==> config.mk <==
export PLATFORM = sky130hd
export DESIGN_NAME = dns_answer_address_parser_top_flat
export DESIGN_NICKNAME = d
export VERILOG_FILES = /design/src/hw/rtl/dap_pkg.sv /design/src/hw/rtl/dap_if.sv /design/src/hw/rtl/dap_parser.sv /design/src/hw/rtl/dap_out_buf.sv /design/src/hw/rtl/dns_answer_address_parser_top.sv /design/src/flat_wrapper.sv
export SDC_FILE = /design/constraint.sdc
export NUM_CORES = 1
export LEC_CHECK = 0
export ABC_AREA = 1
export BUFFER_PORTS_ARGS = -buffer_cell sky130_fd_sc_hd__buf_2
export CAP_MARGIN = 0
export CORE_MARGIN = 1
export CORE_UTILIZATION = 55
export CTS_BUF_LIST = sky130_fd_sc_hd__clkbuf_8
export DETAILED_ROUTE_END_ITERATION = 7
export PLACE_DENSITY = 0.73
export SLEW_MARGIN = 25
export SYNTH_ARGS = -nofsm -noshare
export SYNTH_HDL_FRONTEND = slang
export SYNTH_SLANG_ARGS = --single-unit
==> constraint.sdc <==
create_clock -name i_clk -period 6.09 [get_ports i_clk]
set_clock_uncertainty 0.1 [all_clocks]
set_input_delay 0.609 -clock i_clk [delete_from_list [all_inputs] [get_ports i_clk]]
set_output_delay 0.609 -clock i_clk [all_outputs]
set_load 0.02 [all_outputs]
==> src/hw/rtl/dap_pkg.sv <==
// ----------------------------------------------------------------------------
// DNS answer address parser package
// Shared types, codes and constants for the parser, its result buffer and top level.
// ----------------------------------------------------------------------------
package dap_pkg;

    localparam int unsigned HeaderBytes   = 12;
    localparam int unsigned QuestionFixed = 4;
    localparam int unsigned AnswerFixed   = 10;

    localparam logic [15:0] FLAG_QR      = 16'h8000;
    localparam logic [15:0] FLAG_RCODE   = 16'h000f;
    localparam logic [7:0]  PTR_MARK     = 8'hc0;
    localparam logic [15:0] TYPE_A       = 16'd1;
    localparam logic [15:0] INET_CLASS   = 16'd1;
    localparam logic [15:0] ADDR_RDLEN   = 16'd4;

    typedef enum logic [3:0] {
        PH_HEADER  = 4'd0,
        PH_Q_NAME  = 4'd1,
        PH_Q_PTR   = 4'd2,
        PH_Q_FIXED = 4'd3,
        PH_A_NAME  = 4'd4,
        PH_A_PTR   = 4'd5,
        PH_A_FIXED = 4'd6,
        PH_A_SKIP  = 4'd7,
        PH_A_GRAB  = 4'd8,
        PH_DONE    = 4'd9
    } t_phase;

    typedef enum logic [1:0] {
        VERDICT_NONE  = 2'd0,
        VERDICT_FOUND = 2'd1,
        VERDICT_ERROR = 2'd2
    } t_verdict;

    typedef struct packed {
        t_phase      phase;
        logic [3:0]  header_index;
        logic [15:0] questions_left;
        logic [15:0] answers_left;
        logic [7:0]  label_bytes_left;
        logic [3:0]  fixed_index;
        logic [15:0] record_type;
        logic [15:0] record_class;
        logic [15:0] data_bytes_left;
        logic [31:0] captured_address;
        t_verdict    outcome;
        logic [3:0]  server_error;
    } t_parse_state;

    typedef struct packed {
        logic [1:0]  verdict;
        logic [31:0] address;
        logic [3:0]  error_code;
    } t_result;

    localparam t_parse_state PARSE_CLEAR = '{
        phase:            PH_HEADER,
        header_index:     4'd0,
        questions_left:   16'd0,
        answers_left:     16'd0,
        label_bytes_left: 8'd0,
        fixed_index:      4'd0,
        record_type:      16'd0,
        record_class:     16'd0,
        data_bytes_left:  16'd0,
        captured_address: 32'd0,
        outcome:          VERDICT_NONE,
        server_error:     4'd0
    };

endpackage

==> src/hw/rtl/dap_if.sv <==
// ----------------------------------------------------------------------------
// DNS answer address parser channels
// Valid/ready channels for message bytes, results and the query id write.
// ----------------------------------------------------------------------------
interface dap_byte_if;
    logic       valid;
    logic       ready;
    logic [7:0] data_byte;
    logic       last_byte;

    modport source (output valid, output data_byte, output last_byte, input ready);
    modport sink   (input valid, input data_byte, input last_byte, output ready);
endinterface

interface dap_result_if;
    logic        valid;
    logic        ready;
    logic [1:0]  verdict;
    logic [31:0] address;
    logic [3:0]  error_code;

    modport source (output valid, output verdict, output address, output error_code,
                    input ready);
    modport sink   (input valid, input verdict, input address, input error_code,
                    output ready);
endinterface

interface dap_cfg_if;
    logic        valid;
    logic        ready;
    logic [15:0] query_id;

    modport source (output valid, output query_id, input ready);
    modport sink   (input valid, input query_id, output ready);
endinterface

==> src/hw/rtl/dap_parser.sv <==
// ----------------------------------------------------------------------------
// DNS answer address parser core
// Walks header, questions and answers one byte per transfer and forms the
// verdict on the final byte of a message.
// ----------------------------------------------------------------------------
module dap_parser
    import dap_pkg::*;
(
    input  logic        i_clk,
    input  logic        i_rst_n,
    input  logic        i_cfg_we,
    input  logic [15:0] i_cfg_query_id,
    input  logic        i_take,
    input  logic [7:0]  i_data_byte,
    input  logic        i_last_byte,
    output logic        o_result_valid,
    output t_result     o_result
);

    logic [15:0]  r_query_id;
    t_parse_state r_state;
    t_parse_state n_state;
    t_parse_state s_step;

    always_comb begin
        s_step = r_state;
        unique case (r_state.phase)
            PH_HEADER: begin
                if (r_state.header_index < 4'd2) begin
                    s_step.record_type = {r_state.record_type[7:0], i_data_byte};
                end else if (r_state.header_index < 4'd4) begin
                    s_step.record_class = {r_state.record_class[7:0], i_data_byte};
                end else if (r_state.header_index < 4'd6) begin
                    s_step.questions_left = {r_state.questions_left[7:0], i_data_byte};
                end else if (r_state.header_index < 4'd8) begin
                    s_step.answers_left = {r_state.answers_left[7:0], i_data_byte};
                end
                s_step.header_index = r_state.header_index + 4'd1;
                if (s_step.header_index == 4'(HeaderBytes)) begin
                    priority if (s_step.record_type != r_query_id
                                 || (s_step.record_class & FLAG_QR) == 16'd0) begin
                        s_step.phase = PH_DONE;
                    end else if ((s_step.record_class & FLAG_RCODE) != 16'd0) begin
                        s_step.outcome      = VERDICT_ERROR;
                        s_step.server_error = s_step.record_class[3:0];
                        s_step.phase        = PH_DONE;
                    end else if (s_step.questions_left != 16'd0) begin
                        s_step.phase            = PH_Q_NAME;
                        s_step.label_bytes_left = 8'd0;
                    end else begin
                        s_step.phase = (s_step.answers_left != 16'd0) ? PH_A_NAME : PH_DONE;
                        s_step.label_bytes_left = 8'd0;
                    end
                end
            end
            PH_Q_NAME, PH_A_NAME: begin
                priority if (r_state.label_bytes_left != 8'd0) begin
                    s_step.label_bytes_left = r_state.label_bytes_left - 8'd1;
                end else if (i_data_byte == 8'd0) begin
                    s_step.phase       = (r_state.phase == PH_Q_NAME) ? PH_Q_FIXED : PH_A_FIXED;
                    s_step.fixed_index = 4'd0;
                end else if ((i_data_byte & PTR_MARK) == PTR_MARK) begin
                    s_step.phase = (r_state.phase == PH_Q_NAME) ? PH_Q_PTR : PH_A_PTR;
                end else begin
                    s_step.label_bytes_left = i_data_byte;
                end
            end
            PH_Q_PTR: begin
                s_step.phase       = PH_Q_FIXED;
                s_step.fixed_index = 4'd0;
            end
            PH_A_PTR: begin
                s_step.phase       = PH_A_FIXED;
                s_step.fixed_index = 4'd0;
            end
            PH_Q_FIXED: begin
                s_step.fixed_index = r_state.fixed_index + 4'd1;
                if (s_step.fixed_index == 4'(QuestionFixed)) begin
                    s_step.questions_left   = r_state.questions_left - 16'd1;
                    s_step.label_bytes_left = 8'd0;
                    if (s_step.questions_left != 16'd0) begin
                        s_step.phase = PH_Q_NAME;
                    end else begin
                        s_step.phase = (r_state.answers_left != 16'd0) ? PH_A_NAME : PH_DONE;
                    end
                end
            end
            PH_A_FIXED: begin
                if (r_state.fixed_index < 4'd2) begin
                    s_step.record_type = {r_state.record_type[7:0], i_data_byte};
                end else if (r_state.fixed_index < 4'd4) begin
                    s_step.record_class = {r_state.record_class[7:0], i_data_byte};
                end else if (r_state.fixed_index >= 4'd8) begin
                    s_step.data_bytes_left = {r_state.data_bytes_left[7:0], i_data_byte};
                end
                s_step.fixed_index = r_state.fixed_index + 4'd1;
                if (s_step.fixed_index == 4'(AnswerFixed)) begin
                    priority if (s_step.record_type == TYPE_A && s_step.record_class == INET_CLASS
                                 && s_step.data_bytes_left == ADDR_RDLEN) begin
                        s_step.captured_address = 32'd0;
                        s_step.phase            = PH_A_GRAB;
                    end else if (s_step.data_bytes_left != 16'd0) begin
                        s_step.phase = PH_A_SKIP;
                    end else begin
                        s_step.answers_left     = r_state.answers_left - 16'd1;
                        s_step.label_bytes_left = 8'd0;
                        s_step.phase = (s_step.answers_left != 16'd0) ? PH_A_NAME : PH_DONE;
                    end
                end
            end
            PH_A_SKIP: begin
                s_step.data_bytes_left = r_state.data_bytes_left - 16'd1;
                if (s_step.data_bytes_left == 16'd0) begin
                    s_step.answers_left     = r_state.answers_left - 16'd1;
                    s_step.label_bytes_left = 8'd0;
                    s_step.phase = (s_step.answers_left != 16'd0) ? PH_A_NAME : PH_DONE;
                end
            end
            PH_A_GRAB: begin
                s_step.captured_address = {r_state.captured_address[23:0], i_data_byte};
                s_step.data_bytes_left  = r_state.data_bytes_left - 16'd1;
                if (s_step.data_bytes_left == 16'd0) begin
                    s_step.outcome = VERDICT_FOUND;
                    s_step.phase   = PH_DONE;
                end
            end
            default: begin
            end
        endcase
    end

    always_comb begin
        o_result_valid     = i_take && i_last_byte;
        o_result.verdict   = s_step.outcome;
        o_result.address   = (s_step.outcome == VERDICT_FOUND) ? s_step.captured_address : 32'd0;
        o_result.error_code = (s_step.outcome == VERDICT_ERROR) ? s_step.server_error : 4'd0;
        if (!i_take) begin
            n_state = r_state;
        end else if (i_last_byte) begin
            n_state = PARSE_CLEAR;
        end else begin
            n_state = s_step;
        end
    end

    always_ff @(posedge i_clk) begin
        if (!i_rst_n) begin
            r_state    <= PARSE_CLEAR;
            r_query_id <= 16'd0;
        end else begin
            r_state <= n_state;
            if (i_cfg_we) begin
                r_query_id <= i_cfg_query_id;
            end
        end
    end

endmodule

==> src/hw/rtl/dap_out_buf.sv <==
// ----------------------------------------------------------------------------
// DNS answer address parser result buffer
// Output register with one skid entry behind it.
// ----------------------------------------------------------------------------
module dap_out_buf
    import dap_pkg::*;
(
    input  logic    i_clk,
    input  logic    i_rst_n,
    input  logic    i_push,
    input  t_result i_push_data,
    output logic    o_space,
    output logic    o_valid,
    output t_result o_data,
    input  logic    i_ready
);

    logic    r_head_valid;
    logic    r_skid_valid;
    t_result r_head;
    t_result r_skid;
    logic    s_head_free;

    assign s_head_free = !r_head_valid || i_ready;
    assign o_space     = !r_skid_valid;
    assign o_valid     = r_head_valid;
    assign o_data      = r_head;

    always_ff @(posedge i_clk) begin
        if (!i_rst_n) begin
            r_head_valid <= 1'b0;
            r_skid_valid <= 1'b0;
        end else if (s_head_free) begin
            // advance skid into the output register, else load the new transfer
            if (r_skid_valid) begin
                r_head_valid <= 1'b1;
                r_skid_valid <= 1'b0;
            end else begin
                r_head_valid <= i_push;
            end
        end else if (i_push) begin
            r_skid_valid <= 1'b1;
        end
    end

    always_ff @(posedge i_clk) begin
        if (s_head_free) begin
            r_head <= r_skid_valid ? r_skid : i_push_data;
        end else if (i_push) begin
            r_skid <= i_push_data;
        end
    end

endmodule

==> src/hw/rtl/dns_answer_address_parser_top.sv <==
// ----------------------------------------------------------------------------
// DNS answer address parser
// Parses a DNS response byte stream and reports the first A/IN address or the server error code.
// ----------------------------------------------------------------------------
//  channel  | dir | payload                              | transfer
//  i_in     | in  | data_byte[7:0], last_byte            | valid && ready
//  o_out    | out | verdict[1:0], address[31:0], err[3:0]| valid && ready, last byte only
//  i_cfg    | in  | query_id[15:0]                       | valid && ready, always ready
//
//  One byte per cycle; the verdict appears in the output register the cycle
//  after the final byte is taken, or in the skid entry if the output register
//  is held. A one-entry skid stage keeps bytes flowing while a verdict waits;
//  input stalls only when both entries are full.
//  Synchronous active-low reset clears parse state, query id and the buffer.
// ----------------------------------------------------------------------------
module dns_answer_address_parser_top
    import dap_pkg::*;
(
    input  logic   i_clk,
    input  logic   i_rst_n,
    dap_byte_if.sink     i_in,
    dap_result_if.source o_out,
    dap_cfg_if.sink      i_cfg
);

    logic    s_take;
    logic    s_space;
    logic    s_push;
    t_result s_push_data;
    t_result s_out_data;

    assign i_in.ready  = s_space;
    assign s_take      = i_in.valid && s_space;
    assign i_cfg.ready = 1'b1;

    dap_parser u_parser (
        .i_clk          (i_clk),
        .i_rst_n        (i_rst_n),
        .i_cfg_we       (i_cfg.valid),
        .i_cfg_query_id (i_cfg.query_id),
        .i_take         (s_take),
        .i_data_byte    (i_in.data_byte),
        .i_last_byte    (i_in.last_byte),
        .o_result_valid (s_push),
        .o_result       (s_push_data)
    );

    dap_out_buf u_out_buf (
        .i_clk       (i_clk),
        .i_rst_n     (i_rst_n),
        .i_push      (s_push),
        .i_push_data (s_push_data),
        .o_space     (s_space),
        .o_valid     (o_out.valid),
        .o_data      (s_out_data),
        .i_ready     (o_out.ready)
    );

    assign o_out.verdict    = s_out_data.verdict;
    assign o_out.address    = s_out_data.address;
    assign o_out.error_code = s_out_data.error_code;

endmodule
==> src/flat_wrapper.sv <==
// flat-port wrapper written by rule: the top's interface ports become plain ports
module dns_answer_address_parser_top_flat import dap_pkg::*;
  (i_clk, i_rst_n, i_in_valid, i_in_data_byte, i_in_last_byte, i_in_ready, o_out_valid, o_out_verdict, o_out_address, o_out_error_code, o_out_ready, i_cfg_valid, i_cfg_query_id, i_cfg_ready);
  dap_byte_if i_in_i ();
  dap_result_if o_out_i ();
  dap_cfg_if i_cfg_i ();
  input  logic i_clk;
  input  logic i_rst_n;
  input wire logic [$bits(i_in_i.valid)-1:0] i_in_valid;
  input wire logic [$bits(i_in_i.data_byte)-1:0] i_in_data_byte;
  input wire logic [$bits(i_in_i.last_byte)-1:0] i_in_last_byte;
  output wire logic [$bits(i_in_i.ready)-1:0] i_in_ready;
  output wire logic [$bits(o_out_i.valid)-1:0] o_out_valid;
  output wire logic [$bits(o_out_i.verdict)-1:0] o_out_verdict;
  output wire logic [$bits(o_out_i.address)-1:0] o_out_address;
  output wire logic [$bits(o_out_i.error_code)-1:0] o_out_error_code;
  input wire logic [$bits(o_out_i.ready)-1:0] o_out_ready;
  input wire logic [$bits(i_cfg_i.valid)-1:0] i_cfg_valid;
  input wire logic [$bits(i_cfg_i.query_id)-1:0] i_cfg_query_id;
  output wire logic [$bits(i_cfg_i.ready)-1:0] i_cfg_ready;
  assign i_in_i.valid = i_in_valid;
  assign i_in_i.data_byte = i_in_data_byte;
  assign i_in_i.last_byte = i_in_last_byte;
  assign i_in_ready = i_in_i.ready;
  assign o_out_valid = o_out_i.valid;
  assign o_out_verdict = o_out_i.verdict;
  assign o_out_address = o_out_i.address;
  assign o_out_error_code = o_out_i.error_code;
  assign o_out_i.ready = o_out_ready;
  assign i_cfg_i.valid = i_cfg_valid;
  assign i_cfg_i.query_id = i_cfg_query_id;
  assign i_cfg_ready = i_cfg_i.ready;
  dns_answer_address_parser_top u_core (.i_clk(i_clk), .i_rst_n(i_rst_n), .i_in(i_in_i), .o_out(o_out_i), .i_cfg(i_cfg_i));
endmodule
== Word level (Yosys, flattened, before mapping) ==
Index checks and enable logic that the tools add are counted.

* Add/sub/neg operators: 6
* $lt $le $gt $ge: 7
* Eq/ne operators: 34
* Muxes and demuxes: 73
* Bitwise gates (word level): 2
* Reductions and logical operators: 43

{| class="wikitable"
|+ Operators with widths
! cell !! count
|-
| $mux W32 || 8
|-
| $mux W16 || 14
|-
| $mux W138 || 1
|-
| $pmux W32 S2 || 2
|-
| $reduce_bool A16 Y1 || 7
|-
| $mux W24 || 4
|-
| $mux W4 || 22
|-
| $pmux W16 S2 || 2
|-
| $mux W8 || 7
|-
| $pmux W16 S3 || 1
|-
| $sub A16 B1 Y16 const B || 3
|-
| $pmux W8 S5 || 1
|-
| $ne A3 B3 Y1 const B || 13
|-
| $mux W38 || 1
|-
| $eq A16 B1 Y1 const B || 2
|-
| $logic_not A16 Y1 || 2
|-
| $pmux W4 S8 || 1
|-
| $eq A4 B3 Y1 const B || 5
|-
| $mux W6 || 3
|-
| $eq A16 B3 Y1 const B || 1
|-
| $ne A16 B16 Y1 || 1
|-
| $eq A4 B4 Y1 const B || 3
|-
| $lt A4 B3 Y1 const B || 3
|-
| $ne A4 B4 Y1 const B || 3
|-
| other kinds (33) || 55
|}

* Flip-flop bits (word level): 232
* Input port bits: 30
* Output and inout bits: 41
* Logic and storage cells: 187

== Depth between registers and ports, before layout ==
Gate-level depths: netlist (run 1).

* Depth in word-level cells: 14
* Gate-level depth with buffers: 19

== Cells and area by module ==
A second synthesis (run 1) with hierarchy kept.

* Cells, all modules: 2,227
* Area, all modules: 14,813.0 sq um

{| class="wikitable"
|+ Modules (own cells, without submodules)
! module !! times used !! cells each !! area an instance (sq um) !! sequential area each (sq um)
|-
| dap_parser || 1 || 2,012 || 11,946.5 || 3,083.0
|-
| dap_out_buf || 1 || 211 || 2,847.7 || 2,322.2
|-
| dns_answer_address_parser_top || 1 || 4 || 18.8 || 0.0
|}

== Worst setup path after synthesis (run 1) ==
No wires, ideal clock.

* Path type: input -> register
* Start: input o_out_ready
* End: register u_core.u_out_buf.r_skid[0] (netlist name), enable pin
* Library setup time: 480 ps
* Arrival time: 4,284 ps
* Data required time: 5,510 ps
* Setup slack: 1,226 ps
* Cell stages on the path: 3
* Cell sequence: inv_1 -> nand2_1 -> nor3_1

* Word-level cells in the longest chain between the ends: 3

{| class="wikitable"
|+ Ends and longest elaborated chain
! item !! line !! RTL
|-
| start, declared || flat_wrapper.sv:17 || <nowiki>input wire logic [$bits(o_out_i.ready)-1:0] o_out_ready;</nowiki>
|-
| $logic_or A1 B1 Y1 || dap_out_buf.sv:24 || <nowiki>assign s_head_free = !r_head_valid || i_ready;</nowiki>
|-
| via u_core.u_out_buf.s_head_free || dap_out_buf.sv:22 || <nowiki>logic s_head_free;</nowiki>
|-
| $not A1 Y1 (no line) || -- ||
|-
| $reduce_and A2 Y1 (no line) || -- ||
|-
| end signal, assigned || dap_out_buf.sv:50 || <nowiki>r_skid <= i_push_data;</nowiki>
|-
| end, declared || dap_out_buf.sv:21 || <nowiki>t_result r_skid;</nowiki>
|}

The timed path passes the listed nets, and every way through them passes these cells.
A chain may end at the register's enable or synchronous reset.

== Worst setup path after layout (run 1) ==
* Start: register u_core.u_parser.r_state[136] (netlist name)
* End: register u_core.u_parser.r_state[62] (netlist name)

* Word-level cells in the longest chain between the ends: 3
* Elaborated cells between the ends (all ways): 8

{| class="wikitable"
|+ Ends and longest elaborated chain
! item !! line !! RTL
|-
| start, declared || dap_parser.sv:21 || <nowiki>t_parse_state r_state;</nowiki>
|-
| start signal, assigned || dap_parser.sv:151 || <nowiki>r_state <= n_state;</nowiki>
|-
| $eq A4 B3 Y1 or $logic_not A4 Y1 (tied branches) || dap_parser.sv:27 || <nowiki>unique case (r_state.phase)</nowiki>
|-
| $pmux W32 S2 (tied with other cells) || dap_parser.sv:27 ||
|-
| $mux W138 or $reduce_and A4 Y1 (tied branches) || -- ||
|}

Parallel ways exist; a longest one is shown, timed or not.

==> results.sh, run 1 <==
export IMPL_outcome="finished clean"
export IMPL_wl_um=43500
export IMPL_grtUsageTotal_pct=32.3
export IMPL_worstRegToRegCells=14
export IMPL_final_setup_tns_ns=0
export IMPL_first_iter_violations=1697
export IMPL_port_buffers=69
export IMPL_insertion_delay_ns=0.56
export IMPL_cts_resized=0
export IMPL_r2r_end="u_core.u_parser.r_state[62]$_SDFFE_PN0P_"
export IMPL_cp_num_buf_inv=6
export IMPL_p_leak_nw=7.07
export IMPL_critPathLaunch="u_core.u_parser.r_state[136]$_SDFFE_PN0P_"
export IMPL_cell_internal_pwr_mw=2.63
export IMPL_gp_congestion=0.951
export IMPL_path_depth=14
export IMPL_period_share_pct=73.2
export IMPL_vias=15000
export IMPL_yosysUniqueCellTypes=49
export IMPL_die_width_um=163
export IMPL_postSynthAreaPerCell_um2=6.46
export IMPL_syn_nets=2251
export IMPL_switching_share_pct=30.3
export IMPL_ir_worst_vdd_mv=0.190
export IMPL_ant_nets=0
export IMPL_first_global_vias=13600
export IMPL_core_um2=25300
export IMPL_io_pin_count=71
export IMPL_hold_viol_final=0
export IMPL_crit_fanout=40
export IMPL_initial_utilization_pct=56.3
export IMPL_via_per_inst=5.80
export IMPL_drt_first_pass_iters=6
export IMPL_yosys_register_bits=232
export IMPL_placed_area_um2=14700
export IMPL_rsz0062_at_grt="no"
export IMPL_async_reset_ff_share_pct=0
export IMPL_cp_start_kind="register"
export IMPL_drt_wirelength_per_cell_um=16.8
export IMPL_yosysSeqAreaShare_pct=37.9
export IMPL_cts_buffer_depth=3
export IMPL_num_antenna_cells=0
export IMPL_hold_slack_ns=0.170
export IMPL_synth_main_ff_cell="dfxtp_1"
export IMPL_setup_viol=0
export IMPL_critical_path_top_delay_family="buffers and inverters"
export IMPL_antenna_found_initial=0
export IMPL_drv_cap=0
export IMPL_period_needed_ns=4.46
export IMPL_critPathKind="reg -> reg"
export IMPL_path_cells="inv_1 -> nor2_1 -> nand2_1 -> nor2_2 -> buf_4 -> clkinv_1 -> a21oi_1 -> inv_1 -> buf_4 -> a21oi_1 -> inv_1 -> nor2_1 -> a32oi_1 -> nor2_1"
export IMPL_endpoint="u_core.u_parser.r_state[62]$_SDFFE_PN0P_"
export IMPL_htree_levels=2
export IMPL_cts_sinks=232
export IMPL_numCtsBuffers=41
export IMPL_grt_overflow=0
export IMPL_p_seq_share_pct=44.1
export IMPL_final_common_cell="nand2_1"
export IMPL_critPathRequiredTime_ns=6.48
export IMPL_cts_setup_buffers=0
export IMPL_fin_area_um2=15600
export IMPL_cts_tree="built"
export IMPL_layout_common_cells="nand2_1, nor2_1, inv_1, nand3_1, a21oi_1"
export IMPL_dpl_hpwl_um=29100
export IMPL_power_frac_clock_pct=40.7
export IMPL_hold_class="in -> reg"
export IMPL_combPwrFrac_pct=15.2
export IMPL_drcViolationCount=0
export IMPL_seq_area_um2=5410
export IMPL_hold_buffers=0
export IMPL_area_growth_pct=9.03
export IMPL_fillers=2443
export IMPL_fp_dieH_um=163
export IMPL_synth_edf_count=76
export IMPL_synthCells=2209
export IMPL_finalNetCount=2274
export IMPL_grt_start_max_net_pins=99
export IMPL_die_area_um2=26600
export IMPL_rows=58
export IMPL_grt_pass1_wl_um=68800
export IMPL_finalMaxSlewViolations=0
export IMPL_max_stage_delay_ns=0.90
export IMPL_r2r_start="u_core.u_parser.r_state[136]$_SDFFE_PN0P_"
export IMPL_cpMaxStageDelayCell="clkinv_1"
export IMPL_drive_gt1_share_pct=8.34
export IMPL_slew_limit_headroom_pct=35.2
export IMPL_synth_warnings=0
export IMPL_worst_pin_slew_ns=0.965
export IMPL_power_density_nw_per_um2=243
export IMPL_p_sw_mw=1.15
export IMPL_synth_area_um2=14300
export IMPL_max_freq_mhz=224
export IMPL_cp_end_kind="register"
export IMPL_cp_arrival_ns=4.85
export IMPL_clkTransAtPathRegs_ns=0.06
export IMPL_cts_root_buf="clkbuf_8"
export IMPL_ff2ff_setup_slack_ns=1.63
export IMPL_multiInputGateArea_um2=7670
-- power by group through the flow --
stage | registers (mW) | clock network [mW] | logic (mW)
global route | 1.67 | 1.62 | 0.637
detailed placement | 1.70 | 0 | 0.557
floorplan | 1.70 | 0 | 0.405
global placement | 1.70 | 0 | 0.552
CTS | 1.67 | 1.55 | 0.560
finish | 1.67 | 1.54 | 0.574
-- logic make-up (layout without fill, tap and decap cells) --
logic type,count (synthesis),in the layout,share of synthesized area (%)
simple gates,1291,1291,37.2
compound gates,360,360,14.3
buf+inv,295,351,8.45
flops,232,232,37.9
xor+xnor,18,18,1.10
fa+ha+maj,12,12,1.05
other cells,1,1,0.0263
-- per-layer routing --
layer	vias to the layer above	GRT usage, %	part of all wire (%)
met5	-	0	0
met4	0	11.9	3.5
met3	134	5.18	8.1
met2	671	52.8	46
met1	6954	42.9	43
li1	7280	-	-
-- synth_stat cells, types with 2 or more instances --
master,number,area (µm²)
a311oi_1,2,17.5
a211oi_1,3,22.5
o21a_1,2,15.0
nand3b_1,6,45.0
nor2_1,238,893
nor2_4,2,22.5
o21ai_1,5,25.0
a31oi_1,2,12.5
edfxtp_1,76,2280
nor2_2,13,81.3
a22o_1,2,17.5
clkinv_1,3,11.3
nand4_1,26,163
buf_1,4,15.0
o211ai_1,13,97.6
nand2_2,4,25.0
nor3_1,12,60.1
a22oi_1,26,195
buf_2,22,110
buf_4,7,52.6
nand3_1,193,966
inv_1,182,683
ha_1,12,150
buf_6,6,67.6
and2_1,2,12.5
dfxtp_1,156,3120
xor2_1,15,131
nand2_4,3,33.8
a32oi_1,15,131
xnor2_1,3,26.3
clkbuf_1,65,244
nand2_1,787,2950
inv_2,6,22.5
o21ai_2,2,17.5
o21ai_0,99,495
a21oi_1,177,886
o31ai_1,5,37.5
o21bai_1,2,15.0
-- through the flow --
step | cells | power (mW) | utilization, % | worst slack (ns)
2_1_floorplan | 2209 | 2.10 | - | 1.23
3_3_place_gp | 2519 | 2.25 | 57.9 | 1.91
3_5_place_dp | 2519 | 2.26 | 57.9 | 1.78
4_1_cts | 2595 | 3.78 | 61.4 | 1.79
5_1_grt | 2595 | 3.93 | 61.4 | 1.28
6_report | 2595 | 3.78 | 61.4 | 1.63
-- worst min path at each step --
stage,from,endpoint,cells after the start
floorplan,u_core.u_parser.r_state[90]$_SDFFE_PN0P_,u_core.u_parser.r_state[90]$_SDFFE_PN0P_,2
global placement,u_core.u_parser.r_state[31]$_SDFFE_PN0P_,u_core.u_parser.r_state[31]$_SDFFE_PN0P_,2
detailed placement,u_core.u_parser.r_state[35]$_SDFFE_PN0P_,u_core.u_parser.r_state[35]$_SDFFE_PN0P_,2
CTS,i_cfg_query_id[15],u_core.u_parser.r_query_id[15]$_SDFFE_PN0P_,3
global route,i_cfg_query_id[15],u_core.u_parser.r_query_id[15]$_SDFFE_PN0P_,3
finish,i_cfg_query_id[15],u_core.u_parser.r_query_id[15]$_SDFFE_PN0P_,3
-- worst register-to-register path, stage by stage (launching register included) --
cell and delay, ns:
dfxtp_1 0.40, inv_1 0.08, nor2_1 0.18, nand2_1 0.18
nor2_2 0.11, buf_4 0.41, clkinv_1 0.91, a21oi_1 0.39
inv_1 0.06, buf_4 0.23, a21oi_1 0.15, inv_1 0.20
nor2_1 0.66, a32oi_1 0.22, nor2_1 0.12
-- state kept, by name, indices dropped and copies added, names as in the netlist --
signal and flops:
u_core.u_out_buf.o_data 38, u_core.u_parser.r_state 138, u_core.u_out_buf.o_valid 1, u_core.u_out_buf.r_skid 38
u_core.u_out_buf.r_skid_valid 1, u_core.u_parser.r_query_id 16
-- layout make-up --
class                   instances  share of cell area [%]
multi-input cells            1682                    49.3
flip-flops and latches        232                    34.8
clock buffers                  54                    4.78
inverters                     191                    4.62
repair buffers                 84                    2.97
well taps                     330                    2.65
clock inverters                22                   0.901
No activity file was read; power rests on OpenSTA's default activity.
==> inputs of run 2 (changes only) <==
--- a/config.mk
+++ b/config.mk
@@ -12,7 +12,7 @@
 export CORE_UTILIZATION = 55
 export CTS_BUF_LIST = sky130_fd_sc_hd__clkbuf_8
 export DETAILED_ROUTE_END_ITERATION = 7
-export PLACE_DENSITY = 0.73
+export PLACE_DENSITY = 0.76
 export SLEW_MARGIN = 25
 export SYNTH_ARGS = -nofsm -noshare
 export SYNTH_HDL_FRONTEND = slang
==> constraint.sdc (replaced) <==
create_clock -name i_clk -period 3.8 [get_ports i_clk]
set_clock_uncertainty 0.1 [all_clocks]
set_input_delay 0.38 -clock i_clk [delete_from_list [all_inputs] [get_ports i_clk]]
set_output_delay 0.38 -clock i_clk [all_outputs]
set_load 0.02 [all_outputs]
==> run 2 against run 1 <==
Total power up 54%. Die area did not move. Clock power grew 45%. Combinational power up 63%. Worst hold slack got worse by 0.16 ns. Non-clock buffer count up 29. Flip-flop and latch count is the same. First-iteration DRC count barely moved. Clock-buffer cell count down 7. Global-route usage down 0.16 points. Highest routed layer unchanged.
==> results.sh, run 2 (same netlist as run 1, synthesis figures left out) <==
export IMPL_outcome="finished clean"
export IMPL_layout_common_cells="nand2_1, nor2_1, inv_1, nand3_1, a21oi_1"
export IMPL_die_width_um=163
export IMPL_critPathRequiredTime_ns=4.00
export IMPL_p_seq_share_pct=45.6
export IMPL_fillers=2448
export IMPL_fin_ws_ns=0.332
export IMPL_cp_start_kind="register"
export IMPL_fp_dieH_um=163
export IMPL_finalNetCount=2303
export IMPL_power_density_nw_per_um2=371
export IMPL_first_global_vias=14000
export IMPL_setup_viol=0
export IMPL_hp_start="i_cfg_query_id[12]"
export IMPL_final_util_pct=62.0
export IMPL_max_stage_delay_ns=0.57
export IMPL_p_sw_mw=1.80
export IMPL_crit_fanout=32
export IMPL_initial_utilization_pct=56.3
export IMPL_htree_levels=2
export IMPL_cts_sinks=232
export IMPL_gp_congestion=0.969
export IMPL_critPathLaunch="u_core.u_parser.r_state[131]$_SDFFE_PN0P_"
export IMPL_cell_internal_pwr_mw=4.03
export IMPL_worst_pin_slew_ns=0.874
export IMPL_p_leak_nw=7.18
export IMPL_largest_reg_flops=138
export IMPL_drt_wirelength_per_cell_um=16.2
export IMPL_final_setup_tns_ns=0
export IMPL_r2r_start="u_core.u_parser.r_state[131]$_SDFFE_PN0P_"
export IMPL_first_iter_violations=1696
export IMPL_num_antenna_cells=0
export IMPL_drcViolationCount=0
export IMPL_cts_root_buf="clkbuf_8"
export IMPL_drive_gt1_share_pct=8.67
export IMPL_max_freq_mhz=288
export IMPL_drv_cap=0
export IMPL_hold_class="in -> reg"
export IMPL_via_per_inst=5.68
export IMPL_vias=14900
export IMPL_cts_tree="built"
export IMPL_slew_limit_headroom_pct=41.6
export IMPL_cp_arrival_ns=3.67
export IMPL_ir_worst_vdd_mv=0.322
export IMPL_drt_first_pass_iters=6
export IMPL_rsz0062_at_grt="no"
export IMPL_io_pin_count=71
export IMPL_cp_common_cell="nand2_1"
export IMPL_clkTransAtPathRegs_ns=0.07
export IMPL_hold_viol_final=0
export IMPL_place_ws_ns=0.395
export IMPL_rows=58
export IMPL_grt_overflow=0
export IMPL_finalMaxSlewViolations=0
export IMPL_cp_end_kind="register"
export IMPL_core_um2=25300
export IMPL_combPwrFrac_pct=16.1
export IMPL_largest_register="u_core.u_parser.r_state"
export IMPL_area_growth_pct=10.1
export IMPL_die_area_um2=26600
export IMPL_power_frac_clock_pct=38.3
export IMPL_numCtsBuffers=41
export IMPL_critPathKind="reg -> reg"
export IMPL_grtUsageTotal_pct=32.1
export IMPL_cts_buffer_depth=3
export IMPL_period_needed_ns=3.47
export IMPL_path_cells="inv_1 -> nand2_4 -> nand2_1 -> nand2_1 -> inv_1 -> nand2_1 -> nand2_1 -> nand2_1 -> nor2_1 -> nand3_1 -> nor2_2 -> nand2_4 -> nand2_1 -> nand2_2 -> nand2_2 -> inv_2 -> nand3_1 -> nand2_1"
export IMPL_antenna_found_initial=0
export IMPL_insertion_delay_ns=0.57
export IMPL_dpl_hpwl_um=28700
export IMPL_switching_share_pct=30.9
export IMPL_grt_pass1_wl_um=68800
export IMPL_port_buffers=69
export IMPL_grt_start_max_net_pins=40
export IMPL_final_common_cell="nand2_1"
export IMPL_ant_nets=0
export IMPL_wl_um=42400
export IMPL_cpMaxStageDelayCell="inv_1"
export IMPL_hold_slack_ns=0.00719
export IMPL_period_share_pct=91.3
export IMPL_cts_resized=0
run 2: worst paths after layout:
path                                                               endpoint  slack [ns]  depth (start not counted)
worst max-delay path                   u_core.u_out_buf.o_data[6]$_DFFE_PP_        0.33                         18
worst min-delay path            u_core.u_parser.r_query_id[12]$_SDFFE_PN0P_       0.007                          3
worst max register to register         u_core.u_out_buf.o_data[6]$_DFFE_PP_        0.33                         18
worst min register to register      u_core.u_parser.r_state[2]$_SDFFE_PN0P_        0.36                          2
run 2: power by group through the flow:
stage	clock network [mW]	logic, mW	registers (mW)
finish	2.24	0.936	2.66
global route	2.38	1.04	2.67
CTS	2.27	0.918	2.66
detailed placement	0	0.904	2.71
global placement	0	0.894	2.71
floorplan	0	0.649	2.72
run 2: final cells by class:
type | count | area (µm²) | area share [%]
multi-input cells | 1682 | 7680 | 48.9
flip-flops and latches | 232 | 5410 | 34.4
inverters | 191 | 718 | 4.57
repair buffers | 113 | 701 | 4.46
clock buffers | 47 | 647 | 4.12
well taps | 330 | 413 | 2.63
clock inverters | 29 | 140 | 0.892
run 2: stage by stage:
step	instances	instance area, µm²	power [mW]
after global routing	2624	15700	6.09
after global placement	2538	14800	3.61
after floorplan	2209	14300	3.37
final	2624	15700	5.83
after detailed placement	2538	14800	3.62
after CTS	2624	15700	5.85
run 2: worst max-delay path, delay by kind of cell (launching register included):
family	cells	cell delay (ns)
buf+inv	3	0.91
simple gates	15	1.85
flops	1	0.31
run 2: routing by layer:
layer / up-vias / part of all wire [%] / track usage, %
met5: - / 0 / 0
met4: 0 / 4.2 / 15.4
met3: 131 / 7.6 / 4.16
met2: 603 / 46 / 52.4
met1: 6844 / 42 / 42.0
li1: 7325 / - / -
run 2: timing repair:
| action | CTS | global route |
|---|---|---|
| endpoints found under the hold margin | 8 | 0 |
| setup buffers | 0 | 0 |
| hold buffers | 10 | 0 |
==> inputs of run 3 (changes only) <==
--- a/config.mk
+++ b/config.mk
@@ -12,8 +12,9 @@
 export CORE_UTILIZATION = 55
 export CTS_BUF_LIST = sky130_fd_sc_hd__clkbuf_8
 export DETAILED_ROUTE_END_ITERATION = 7
-export PLACE_DENSITY = 0.76
+export PLACE_DENSITY = 0.73
 export SLEW_MARGIN = 25
 export SYNTH_ARGS = -nofsm -noshare
 export SYNTH_HDL_FRONTEND = slang
+export SYNTH_HIERARCHICAL = 1
 export SYNTH_SLANG_ARGS = --single-unit
==> constraint.sdc (replaced) <==
create_clock -name i_clk -period 4.2 [get_ports i_clk]
set_clock_uncertainty 0.1 [all_clocks]
set_input_delay 0.42 -clock i_clk [delete_from_list [all_inputs] [get_ports i_clk]]
set_output_delay 0.42 -clock i_clk [all_outputs]
set_load 0.02 [all_outputs]
==> run 3 against run 2 <==
The run now ends with design-rule violations left. Non-clock buffer count is 17 lower. Maximum frequency fell by 7.5%. Critical path depth down 2. First-iteration DRC count decreased by 16%. Worst hold slack gained 0.028 ns. Setup slack improved by 0.12 ns. Flip-flop and latch count did not move. Synthesized cell count grew 0.81%. Global-route usage down 1.8 points. Combinational power shrank 29%. Die area is 3.8% higher. Sequential share of layout area shrank 0.96 points.
==> results.sh, run 3 <==
export IMPL_outcome="finished, violations left"
export IMPL_violations="design-rule violations"
export IMPL_die_area_um2=27600
export IMPL_synthCells=2227
export IMPL_layout_common_cells="nand2_1, nor2_1, inv_1, dfxtp_1, a21oi_1"
export IMPL_area_growth_pct=9.05
export IMPL_syn_nets=2269
export IMPL_cp_common_cell="nand2_1"
export IMPL_cp_end_kind="register"
export IMPL_cts_sinks=232
export IMPL_worst_pin_slew_ns=1.03
export IMPL_ant_nets=0
export IMPL_cts_root_buf="clkbuf_8"
export IMPL_drv_cap=0
export IMPL_drt_first_pass_iters=8
export IMPL_die_width_um=166
export IMPL_finalNetCount=2296
export IMPL_via_per_inst=5.71
export IMPL_final_setup_tns_ns=0
export IMPL_crit_fanout=27
export IMPL_largest_register="u_core/u_parser/r_state"
export IMPL_yosysUniqueCellTypes=49
export IMPL_postSynthAreaPerCell_um2=6.65
export IMPL_drive_gt1_share_pct=9.97
export IMPL_fin_ws_ns=0.450
export IMPL_yosys_register_bits=232
export IMPL_final_common_cell="nand2_1"
export IMPL_async_reset_ff_share_pct=0
export IMPL_cts_buffer_depth=3
export IMPL_initial_utilization_pct=56.5
export IMPL_synth_most_common_cell="nand2_1"
export IMPL_wl_um=42400
export IMPL_period_share_pct=89.3
export IMPL_ir_worst_vdd_mv=0.267
export IMPL_synthTopCellsByArea="dfxtp_1, nand2_1, edfxtp_1"
export IMPL_numCtsBuffers=42
export IMPL_worstRegToRegCells=16
export IMPL_largest_reg_flops=138
export IMPL_period_needed_ns=3.75
export IMPL_first_iter_violations=1425
export IMPL_seq_area_um2=5410
export IMPL_hold_viol_final=0
export IMPL_cts_resized=0
export IMPL_grt_pass1_wl_um=68900
export IMPL_antenna_found_initial=0
export IMPL_port_buffers=69
export IMPL_rows=59
export IMPL_synth_warnings=6
export IMPL_fp_dieH_um=166
export IMPL_setup_viol=0
export IMPL_num_antenna_cells=0
export IMPL_max_stage_delay_ns=0.64
export IMPL_cp_arrival_ns=3.96
export IMPL_critPathKind="reg -> reg"
export IMPL_ff2ff_setup_slack_ns=0.45
export IMPL_cpMaxStageDelayCell="dfxtp_1"
export IMPL_critPathRequiredTime_ns=4.41
export IMPL_power_density_nw_per_um2=335
export IMPL_max_freq_mhz=267
export IMPL_dpl_hpwl_um=28700
export IMPL_yosys_area_top_type_share_pct=21.1
export IMPL_grt_overflow=0
export IMPL_synth_area_leader_cell="dfxtp_1"
export IMPL_synth_area_um2=14800
export IMPL_rsz0062_at_grt="no"
export IMPL_cts_tree="built"
export IMPL_vias=15000
export IMPL_finalMaxSlewViolations=0
export IMPL_gp_congestion=0.940
export IMPL_synth_edf_count=76
export IMPL_clkTransAtPathRegs_ns=0.06
export IMPL_yosysSeqAreaShare_pct=36.5
export IMPL_r2r_end="u_core/u_out_buf/o_data[4]$_DFFE_PP_"
export IMPL_multiInputGateArea_um2=8080
export IMPL_r2r_start="u_core/u_parser/r_state[131]$_SDFFE_PN0P_"
export IMPL_synth_main_ff_cell="dfxtp_1"
export IMPL_hold_end="u_core/u_parser/r_query_id[9]$_SDFFE_PN0P_"
export IMPL_io_pin_count=71
export IMPL_p_leak_nw=7.23
export IMPL_cp_start_kind="register"
export IMPL_insertion_delay_ns=0.57
export IMPL_grt_start_max_net_pins=64
export IMPL_fillers=2522
export IMPL_hold_class="in -> reg"
export IMPL_first_global_vias=13900
export IMPL_path_cells="inv_4 -> nand2_4 -> nand2_1 -> o21ai_1 -> nand2_1 -> nand2_1 -> nand2_1 -> nor2_1 -> nand2_1 -> nor2_2 -> nand3_2 -> nand2_2 -> buf_4 -> nor3b_1 -> nand2_1 -> nand2_1"
export IMPL_drt_wirelength_per_cell_um=16.2
export IMPL_whs_path_depth=3
export IMPL_hp_start="i_cfg_valid"
export IMPL_htree_levels=2
export IMPL_slew_limit_headroom_pct=31.3
export IMPL_drcViolationCount=6
export IMPL_place_ws_ns=0.515
export IMPL_core_um2=26200
export IMPL_grtUsageTotal_pct=30.3
export IMPL_synthTopCellsByCount="nand2_1, nor2_1, inv_1"
-- run 3: changes by cell type in the layout (fill, tap and decap cells not counted), moves of 28 or more --
cell,delta
o21ai_1,+28
o22ai_1,+31
a21o_1,+32
nand3_1,-67
nor2_1,+64
a21oi_1,-35
nand2_1,-97
nor3b_2,+29
-- run 3: per-stage QoR --
step	instance area (µm²)	total power [mW]	utilization [%]	std cells	hold WS, ns
after floorplan	14800	2.92	-	2227	0.344
after global placement	15200	3.09	58.0	2543	0.351
after CTS	16200	5.44	61.6	2623	0.0168
final	16200	5.40	61.6	2623	0.0350
after global routing	16200	5.62	61.6	2623	0.0405
after detailed placement	15200	3.10	58.1	2544	0.355
-- run 3: worst max-delay path, delay by kind of cell (launching register included) --
family | cells | cell delay [ns]
simple gates | 13 | 2.05
flops | 1 | 0.64
buf+inv | 2 | 0.53
compound gates | 1 | 0.15
-- run 3: final cells by class --
class | count | share of cell area, %
multi-input combinational | 1684 | 50.0
sequential | 232 | 33.5
inverter | 198 | 4.64
clock buffer | 53 | 4.52
timing repair buffer | 96 | 3.56
tap | 335 | 2.59
clock inverter | 25 | 1.23
-- run 3: logic make-up (layout without fill, tap and decap cells) --
group | Yosys count | count (layout) | share of synthesized area [%]
flops | 232 | 232 | 36.5
buf+inv | 311 | 372 | 9.05
fa+ha+maj | 12 | 12 | 1.01
compound gates | 418 | 418 | 16.3
simple gates | 1229 | 1229 | 35.7
other cells | 1 | 1 | 0.0253
xor+xnor | 24 | 24 | 1.42
-- run 3: report_power, final --
| group | switching (mW) | internal, mW | total [mW] |
|---|---|---|---|
| sequential | 0.0390 | 2.36 | 2.40 |
| clock | 0.999 | 1.33 | 2.33 |
| combinational | 0.472 | 0.196 | 0.668 |
| total | 1.51 | 3.89 | 5.40 |
-- run 3: worst max path at each step --
stage	startpoint	endpoint	slack, ns	depth (start not counted)
final	u_core/u_parser/r_state[131]$_SDFFE_PN0P_	u_core/u_out_buf/o_data[4]$_DFFE_PP_	0.45	16
after detailed placement	u_core/u_parser/r_state[131]$_SDFFE_PN0P_	u_core/u_out_buf/o_data[4]$_DFFE_PP_	0.51	16
after floorplan	u_core/u_out_buf/o_valid$_SDFFE_PN0P_	u_core/u_out_buf/r_skid[0]$_DFFE_PP_	0.59	2
after CTS	u_core/u_parser/r_state[131]$_SDFFE_PN0P_	u_core/u_out_buf/o_data[4]$_DFFE_PP_	0.52	16
after global routing	u_core/u_parser/r_state[131]$_SDFFE_PN0P_	u_core/u_out_buf/o_data[4]$_DFFE_PP_	0.17	16
after global placement	u_core/u_parser/r_state[131]$_SDFFE_PN0P_	u_core/u_out_buf/o_data[4]$_DFFE_PP_	0.57	16
-- run 3: repair_timing --
item | 4_1_cts | 5_1_grt
hold buffers | 1 | 0
buffers inserted | 0 | 0
endpoints found under the hold margin | 1 | 0
-- run 3: metal layers --
metal | up-vias | track usage (%) | part of all wire [%]
met5 | - | 0 | 0
met1 | 6876 | 40.5 | 45
met4 | 0 | 9.91 | 2.7
met2 | 611 | 50.5 | 45
met3 | 108 | 4.27 | 7.1
li1 | 7376 | - | -
